## src/rtl/bsp_pkg.sv

```systemverilog
package bsp_pkg;

    // Fixed geometry of the configuration registers.
    localparam int NUM_CHARS = 16;
    localparam int LEN_W     = 5;
    localparam int APB_AW    = 5;
    localparam int APB_DW    = 64;

    // Register indexes, taken from paddr[4:3].
    localparam logic [1:0] REG_BASE_LENGTH     = 2'd0;
    localparam logic [1:0] REG_BASE_CHARS_LOW  = 2'd1;
    localparam logic [1:0] REG_BASE_CHARS_HIGH = 2'd2;

    // Character codes.
    localparam logic [7:0] CH_NUL   = 8'h00;
    localparam logic [7:0] CH_PLUS  = 8'h2B;
    localparam logic [7:0] CH_MINUS = 8'h2D;
    localparam logic [7:0] CH_SPACE = 8'h20;
    localparam logic [7:0] CH_TAB   = 8'h09;
    localparam logic [7:0] CH_LF    = 8'h0A;
    localparam logic [7:0] CH_VT    = 8'h0B;
    localparam logic [7:0] CH_FF    = 8'h0C;
    localparam logic [7:0] CH_CR    = 8'h0D;

    typedef logic [NUM_CHARS-1:0][7:0] chars_t;

    typedef struct packed {
        logic [7:0] char_in;
        logic       string_start;
    } item_t;

    typedef struct packed {
        logic signed [31:0] value;
        logic               base_valid;
    } result_t;

    typedef struct packed {
        logic [LEN_W-1:0] base_length;
        chars_t           chars;
        logic             base_valid;
    } cfg_t;

    function automatic logic is_space(input logic [7:0] c);
        return (c == CH_SPACE) || (c == CH_TAB) || (c == CH_LF) ||
               (c == CH_VT) || (c == CH_FF) || (c == CH_CR);
    endfunction

endpackage

```

## src/rtl/bsp_cfg.sv

```systemverilog
module bsp_cfg
    import bsp_pkg::*;
#(
    parameter int MAX_BASE_CHARS = 16
)
(
    input  logic              clk,
    input  logic              rst_n,
    input  logic              psel,
    input  logic              penable,
    input  logic              pwrite,
    input  logic [APB_AW-1:0] paddr,
    input  logic [APB_DW-1:0] pwdata,
    output logic [APB_DW-1:0] prdata,
    output logic              pready,
    output cfg_t              cfg
);

    logic [LEN_W-1:0] base_length_reg;
    logic [63:0]      chars_low_reg;
    logic [63:0]      chars_high_reg;
    logic             base_valid;
    logic             wr_en;
    chars_t           chars;

    assign pready = 1'b1;
    assign wr_en  = psel && penable && pwrite;
    assign chars  = {chars_high_reg, chars_low_reg};

    always_ff @(posedge clk or negedge rst_n)
    begin
        if (!rst_n)
        begin
            base_length_reg <= '0;
            chars_low_reg   <= '0;
            chars_high_reg  <= '0;
        end
        else
        begin
            if (wr_en)
            begin
                unique case (paddr[4:3])
                    REG_BASE_LENGTH:     base_length_reg <= pwdata[LEN_W-1:0];
                    REG_BASE_CHARS_LOW:  chars_low_reg   <= pwdata;
                    REG_BASE_CHARS_HIGH: chars_high_reg  <= pwdata;
                    default:             ;
                endcase
            end
        end
    end

    always_comb
    begin
        unique case (paddr[4:3])
            REG_BASE_LENGTH:     prdata = {{(APB_DW-LEN_W){1'b0}}, base_length_reg};
            REG_BASE_CHARS_LOW:  prdata = chars_low_reg;
            REG_BASE_CHARS_HIGH: prdata = chars_high_reg;
            default:             prdata = '0;
        endcase
    end

    // All pairwise compares run in parallel, so the verdict always matches the
    // registers as they stand.
    always_comb
    begin
        base_valid = (base_length_reg >= LEN_W'(2)) &&
                     (base_length_reg <= LEN_W'(MAX_BASE_CHARS));
        for (int i = 0; i < MAX_BASE_CHARS; i++)
        begin
            if (LEN_W'(i) < base_length_reg)
            begin
                if ((chars[i] == CH_NUL) || (chars[i] == CH_PLUS) ||
                    (chars[i] == CH_MINUS) || is_space(chars[i]))
                    base_valid = 1'b0;
                for (int j = i + 1; j < MAX_BASE_CHARS; j++)
                begin
                    if ((LEN_W'(j) < base_length_reg) && (chars[j] == chars[i]))
                        base_valid = 1'b0;
                end
            end
        end
    end

    assign cfg.base_length = base_length_reg;
    assign cfg.chars       = chars;
    assign cfg.base_valid  = base_valid;

endmodule

```

## src/rtl/bsp_core.sv

```systemverilog
module bsp_core
    import bsp_pkg::*;
#(
    parameter int MAX_BASE_CHARS = 16
)
(
    input  logic    clk,
    input  logic    rst_n,
    input  cfg_t    cfg,
    input  logic    item_valid,
    output logic    item_stall,
    input  item_t   item,
    output logic    result_valid,
    input  logic    result_stall,
    output result_t result
);

    localparam logic [1:0] PH_SPACE = 2'd0;
    localparam logic [1:0] PH_SIGN  = 2'd1;
    localparam logic [1:0] PH_DIGIT = 2'd2;
    localparam logic [1:0] PH_DONE  = 2'd3;

    logic        s1_valid_reg;
    item_t       s1_reg;
    logic [1:0]  phase_reg;
    logic [1:0]  phase_next;
    logic [31:0] acc_reg;
    logic [31:0] acc_next;
    logic        minus_reg;
    logic        minus_next;
    logic        out_valid_reg;
    result_t     out_reg;
    result_t     out_next;
    logic        emit;
    logic        out_free;
    logic        s1_fire;
    logic        item_accept;
    logic [1:0]  ph_eff;
    logic [31:0] acc_eff;
    logic        minus_eff;
    logic        digit_hit;
    logic [3:0]  digit;
    logic [7:0]  c;

    assign out_free    = !out_valid_reg || !result_stall;
    assign s1_fire     = s1_valid_reg && out_free;
    assign item_stall  = s1_valid_reg && !out_free;
    assign item_accept = item_valid && !item_stall;
    assign c           = s1_reg.char_in;

    // A string start clears the parse state before its first byte is seen.
    assign ph_eff    = s1_reg.string_start ? PH_SPACE : phase_reg;
    assign acc_eff   = s1_reg.string_start ? 32'd0 : acc_reg;
    assign minus_eff = s1_reg.string_start ? 1'b0 : minus_reg;

    // Lowest matching position wins.
    always_comb
    begin
        digit_hit = 1'b0;
        digit     = '0;
        for (int i = MAX_BASE_CHARS - 1; i >= 0; i--)
        begin
            if ((LEN_W'(i) < cfg.base_length) && (cfg.chars[i] == c))
            begin
                digit_hit = 1'b1;
                digit     = 4'(i);
            end
        end
    end

    always_comb
    begin
        phase_next = ph_eff;
        acc_next   = acc_eff;
        minus_next = minus_eff;
        emit       = 1'b0;
        out_next   = '0;
        if (ph_eff == PH_DONE)
        begin
            emit = 1'b0;
        end
        else if (!cfg.base_valid)
        begin
            phase_next = PH_DONE;
            emit       = 1'b1;
        end
        else if ((ph_eff == PH_SPACE) && is_space(c))
        begin
            emit = 1'b0;
        end
        else if (((ph_eff == PH_SPACE) || (ph_eff == PH_SIGN)) &&
                 ((c == CH_PLUS) || (c == CH_MINUS)))
        begin
            phase_next = PH_SIGN;
            minus_next = minus_eff ^ (c == CH_MINUS);
        end
        else if (digit_hit)
        begin
            phase_next = PH_DIGIT;
            acc_next   = 32'(acc_eff * {{(32-LEN_W){1'b0}}, cfg.base_length}) +
                         {28'd0, digit};
        end
        else
        begin
            phase_next          = PH_DONE;
            emit                = 1'b1;
            out_next.value      = minus_eff ? (32'd0 - acc_eff) : acc_eff;
            out_next.base_valid = 1'b1;
        end
    end

    always_ff @(posedge clk or negedge rst_n)
    begin
        if (!rst_n)
        begin
            s1_valid_reg  <= 1'b0;
            phase_reg     <= PH_SPACE;
            acc_reg       <= '0;
            minus_reg     <= 1'b0;
            out_valid_reg <= 1'b0;
        end
        else
        begin
            if (item_accept)
                s1_valid_reg <= 1'b1;
            else if (s1_fire)
                s1_valid_reg <= 1'b0;

            if (s1_fire)
            begin
                phase_reg     <= phase_next;
                acc_reg       <= acc_next;
                minus_reg     <= minus_next;
                out_valid_reg <= emit;
            end
            else if (!result_stall)
            begin
                out_valid_reg <= 1'b0;
            end
        end
    end

    always_ff @(posedge clk)
    begin
        if (item_accept)
            s1_reg <= item;
        if (s1_fire && emit)
            out_reg <= out_next;
    end

    assign result_valid = out_valid_reg;
    assign result       = out_reg;

    a_stall_only_when_held: assert property (@(posedge clk) disable iff (!rst_n)
        item_stall |-> (s1_valid_reg && out_valid_reg && result_stall))
        else $error("input stalled while the holding stage could move");

    a_no_overwrite: assert property (@(posedge clk) disable iff (!rst_n)
        (result_valid && result_stall) |=> (result_valid && $stable(result)))
        else $error("pending result lost or changed");

    a_invalid_base_zero: assert property (@(posedge clk) disable iff (!rst_n)
        (result_valid && !result.base_valid) |-> (result.value == 32'd0))
        else $error("invalid base produced a nonzero value");

    a_done_after_emit: assert property (@(posedge clk) disable iff (!rst_n)
        (s1_fire && emit) |=> (phase_reg == PH_DONE))
        else $error("parser not done after emitting a result");

endmodule

```

## src/rtl/base_string_to_int_parser.sv

```systemverilog
// A character transfer is registered in the input register on acceptance and is
// parsed from there into the output register once that register is free.
// One character per cycle while no result is stalled, set by the digit compare
// and 32x5 multiply-add feeding the accumulator register.
// Reset (rst_n, asynchronous, active low) clears the configuration registers,
// parse state and stage valid flags; afterwards the base is invalid until written.
module base_string_to_int_parser
    import bsp_pkg::*;
#(
    parameter int MAX_BASE_CHARS = 16
)
(
    input  logic              clk,
    input  logic              rst_n,
    // Configuration port.
    input  logic              psel,
    input  logic              penable,
    input  logic              pwrite,
    input  logic [APB_AW-1:0] paddr,
    input  logic [APB_DW-1:0] pwdata,
    output logic [APB_DW-1:0] prdata,
    output logic              pready,
    // Character channel: one transfer per text byte.
    input  logic              item_valid,
    output logic              item_stall,
    input  item_t             item,
    // Result channel: one transfer per parsed string.
    output logic              result_valid,
    input  logic              result_stall,
    output result_t           result
);

    // The configuration block holds the digit characters and length, and it
    // derives the base validity verdict from them with parallel compares.
    cfg_t cfg;

    bsp_cfg #(
        .MAX_BASE_CHARS (MAX_BASE_CHARS)
    ) u_cfg (
        .clk     (clk),
        .rst_n   (rst_n),
        .psel    (psel),
        .penable (penable),
        .pwrite  (pwrite),
        .paddr   (paddr),
        .pwdata  (pwdata),
        .prdata  (prdata),
        .pready  (pready),
        .cfg     (cfg)
    );

    // The core holds an input register, the parse state (phase, accumulator,
    // minus parity) and an output register. The input register is refilled
    // while a finished result waits on the output side, so a stalled result
    // transfer backs up into the character channel only when both are full.
    bsp_core #(
        .MAX_BASE_CHARS (MAX_BASE_CHARS)
    ) u_core (
        .clk          (clk),
        .rst_n        (rst_n),
        .cfg          (cfg),
        .item_valid   (item_valid),
        .item_stall   (item_stall),
        .item         (item),
        .result_valid (result_valid),
        .result_stall (result_stall),
        .result       (result)
    );

endmodule

```

## config.mk

```make
export PLATFORM = sky130hd
export DESIGN_NAME = base_string_to_int_parser
export DESIGN_NICKNAME = d
export VERILOG_FILES = /design/src/rtl/bsp_pkg.sv /design/src/rtl/bsp_cfg.sv /design/src/rtl/bsp_core.sv /design/src/rtl/base_string_to_int_parser.sv
export SDC_FILE = /design/constraint.sdc
export NUM_CORES = 2
export LEC_CHECK = 0
export BUFFER_PORTS_ARGS = -buffer_cell sky130_fd_sc_hd__buf_4
export CAP_MARGIN = 20
export CORE_MARGIN = 4
export CORE_UTILIZATION = 40
export CTS_CLUSTER_SIZE = 8
export DETAILED_ROUTE_END_ITERATION = 6
export GPL_TIMING_DRIVEN = 0
export PLACE_DENSITY_LB_ADDON = 0.25
export RECOVER_POWER = 25
export SLEW_MARGIN = 20
export SYNTH_ARGS = -nofsm -noshare
export SYNTH_HDL_FRONTEND = slang
export SYNTH_HIERARCHICAL = 1
export SYNTH_SLANG_ARGS = --single-unit
```

## constraint.sdc

```tcl
create_clock -name clk -period 10.8 [get_ports clk]
set_input_delay 0.54 -clock clk [delete_from_list [all_inputs] [get_ports clk]]
set_output_delay 0.54 -clock clk [all_outputs]
set_load 0.02 [all_outputs]
```

==> flow_summary.ini <==
[outcome]
run_status = complete, but fails checks
violations = DRC, capacitance limit, slew limit

[worst_setup_path]
cp-end-kind = flip-flop
critPathLaunchType = flip-flop
critPathKind = flip-flop to flip-flop
r2r-start = u_cfg/base_length_reg[1]$_DFFE_PN0P_
worstPathRequired_ns = 11.21
crit_slowest_cell = nor3_1
path_max_fanout = 12
r2r_slack_ns = 3.30
endpoint = u_core/acc_reg[30]$_DFFE_PN0P_
critPathArrivalTime_ns = 7.92
cp_common_cell = fa_1
r2r_end = u_core/acc_reg[30]$_DFFE_PN0P_
rr_worst_depth = 20
cp_cell_sequence = clkbuf_1, a21o_1, a21oi_1, nor3_1, nor2_1, and4_4, nor2b_1, fa_1, ha_1, fa_1, inv_1, fa_1, nand2b_1, a21oi_1, o21bai_1, o41ai_2, o21bai_1, o31ai_2, a2111o_1, o211ai_1
crit_path_start = u_cfg/base_length_reg[1]$_DFFE_PN0P_
critPathMaxStageDelay_ns = 0.92

[route]
detail_route.vias_per_cell = 6.24
via_count = 28400
drtPass1Iterations = 7
routed_wl_mm = 151
detail-route-antenna-nets = 0
drc_errors = 2
wl_per_cell_microns = 33.1
dr.first_iter.drc_count = 3452

[pwr]
p_clk_share_pct = 16.1
power.switching_mw = 3.36
p_int_mw = 3.10
power_density_nw_per_um2 = 197
p_sw_share_pct = 52.0
combPwrFrac_pct = 67.1
seqPwrFrac_pct = 16.7
leakage_nw = 12.7
max-vdd-ir-drop_v = 0.000113

[placed_design]
dpl.hpwl_mm = 108
preCtsSetupSlack_ns = 3.66
io_buffers = 178
gp_congestion = 1.07

[final_layout]
layout-drive-gt1-share_pct = 16.1
syn2layout_area_growth_pct = 13.0
nNetsFinal = 3813
multi_input_area_sq_um = 21400
seq_area_sq_um = 5520
n_fill_cell = 7168

[yosys]
ys_seq_elements = 212
ys_types = 82
syn-num-nets = 3588
ys_top_cells_by_count = xnor2_1 (701), xor2_1 (462), dfrtp_1 (170)
synth_edf_count = 42
async_flop_share_pct = 80.2
yosys_warnings = 6
yosysTopAreaCell = xnor2_1
netlist_instances = 3354
synth.most_common_cell = xnor2_1
netlist_area_sq_um = 29000
dominantRegCellSynth = dfrtp_1
seq_area_frac_synth_pct = 19.0
yosys.area.top_type_share_pct = 21.1
synth.avg_cell_area_sq_um = 8.66
synth.area.top_cells = xnor2_1 (21%), dfrtp_1 (15%), xor2_1 (14%)

[global_route]
grt_pass1_vias = 27600
grt_max_degree = 87
antenna_found_initial = 3
grt_pass1_wl_mm = 210
track_usage_pct = 37.7
gr-total-overflow = 0

[floorplanning]
dieArea_sq_um = 77000
fp.dieH_microns = 277
rows = 98
core_sq_um = 71700
io_pins = 185
die_w_microns = 277
start_util_pct = 40.5

[clock_tree]
clk_latency_ns = 0.56
hold_buffers = 0
cts_tree = done
clock_tree.root_cell = clkbuf_16
clock_path_buffers = 3
cts.clk_slew.worst_paths_ns = 0.05
cts_buffers = 34
h-tree-depth = 2
clock_sinks = 212
cts_setup_buffers = 0
cts_resized = 0

[sta]
fin_ws_ns = 3.30
relSlewSlack_pct = -232
rsz0062_at_grt = false
fmax_mhz = 133
final-hold-violation-count = 0
tns_ns = 0
finalCritPeriodShare_pct = 69.5
fin_skew_ns = 0.0228
finalCriticalPeriod_ns = 7.50
maxSlewViolCount = 86
setup-violations-final = 0
worstMarginPinSlew_ns = 4.97

[worst_hold_path]
hp-class = input port to flip-flop

[flow_run]
maxCapViolCount = 1
-- power by group through the flow --
stage | clock, mW | combinational, mW | sequential [mW]
finish | 1.04 | 4.34 | 1.08
global route | 1.08 | 4.43 | 1.09
CTS | 1.06 | 4.14 | 1.08
detailed placement | 0 | 4.12 | 1.09
global placement | 0 | 4.08 | 1.09
floorplan | 0 | 2.77 | 1.05
-- worst min path at each step --
| stage | startpoint | endpoint | slack (ns) | cells past startpoint |
|---|---|---|---|---|
| 4_1_cts | rst_n | u_cfg/chars_low_reg[3]$_DFFE_PN0P_ | 0.03 | 1 |
| 2_1_floorplan | rst_n | u_cfg/base_length_reg[0]$_DFFE_PN0P_ | 0.24 | 0 |
| 3_3_place_gp | u_core/phase_reg[1]$_DFFE_PN0P_ | u_core/phase_reg[1]$_DFFE_PN0P_ | 0.49 | 1 |
| 3_5_place_dp | u_core/phase_reg[1]$_DFFE_PN0P_ | u_core/phase_reg[1]$_DFFE_PN0P_ | 0.49 | 1 |
| 6_report | item[5] | u_core/c[4]$_DFFE_PP_ | 0.19 | 1 |
| 5_1_grt | item[5] | u_core/c[4]$_DFFE_PP_ | 0.17 | 1 |
-- cells in the final DEF, fill, tap and decap left out, drive strengths merged, types with 9 or more instances in the layout --
master / Yosys / layout
xor2: 462 / 462
fa: 86 / 86
mux2: 133 / 133
nor4: 139 / 139
clkbuf: 108 / 167
nand3: 98 / 98
nor3: 90 / 90
and2: 71 / 71
o21bai: 9 / 9
or4: 11 / 11
nor2: 78 / 78
ha: 63 / 63
buf: 272 / 449
dfrtp: 170 / 170
o211ai: 14 / 14
inv: 106 / 106
a21oi: 52 / 52
nor2b: 27 / 27
nand2: 140 / 140
a31oi: 31 / 31
nand2b: 23 / 23
o31ai: 16 / 16
nand4: 163 / 163
edfxtp: 42 / 42
a22o: 65 / 65
xnor2: 701 / 701
o21ai: 59 / 59
-- per-stage QoR --
stage / power [mW] / std cells / hold WS, ns / utilization (%) / area, sq um
final: 6.46 / 4547 / 0.185 / 45.7 / 32800
after CTS: 6.28 / 4544 / 0.0322 / 45.7 / 32800
after detailed placement: 5.21 / 4493 / 0.493 / 44.3 / 31800
after global placement: 5.17 / 4482 / 0.488 / 44.0 / 31600
after global routing: 6.61 / 4545 / 0.173 / 45.7 / 32800
after floorplan: 3.81 / 3354 / 0.244 / - / 29000
-- worst max-delay path, delay by kind of cell (launching register included) --
family,cells,cell delay [ns]
AOI/OAI and AO/OA,9,2.45
adders and majority gates,4,1.64
buffers and inverters,2,0.69
DFF,1,0.84
and+or+nand+nor,5,1.72
-- per-layer routing --
layer	up-vias	global-route usage (%)	share of wire, %
met2	2053	56.5	42
li1	11800	-	-
met3	684	10.5	12
met5	-	0	0
met4	0	28.3	9.3
met1	13800	45.9	37
-- area by class of cell --
type                    instances  area share [%]
diodes                          3          0.0229
plain buffers                 380            5.38
clock buffers                  47            2.77
clock inverters                 4           0.256
inverters                     106            1.21
multi-input cells            2656            65.4
flip-flops and latches        212            16.8
well taps                     950            3.62
repair buffers                189            4.55
-- logic make-up (layout without fill, tap and decap cells) --
family | count (synthesis) | in the layout | synth area share (%)
multiplexers | 140 | 140 | 5.40
XOR/XNOR | 1163 | 1163 | 35.1
AND/OR/NAND/NOR | 874 | 874 | 16.4
buffers and inverters | 486 | 726 | 7.39
adder cells (fa/ha/maj) | 149 | 149 | 8.64
AO/OA/AOI/OAI | 329 | 329 | 8.08
other | 1 | 4 | 0.0129
flip-flops | 212 | 212 | 19.0
Power figures use the tool's default switching activity.
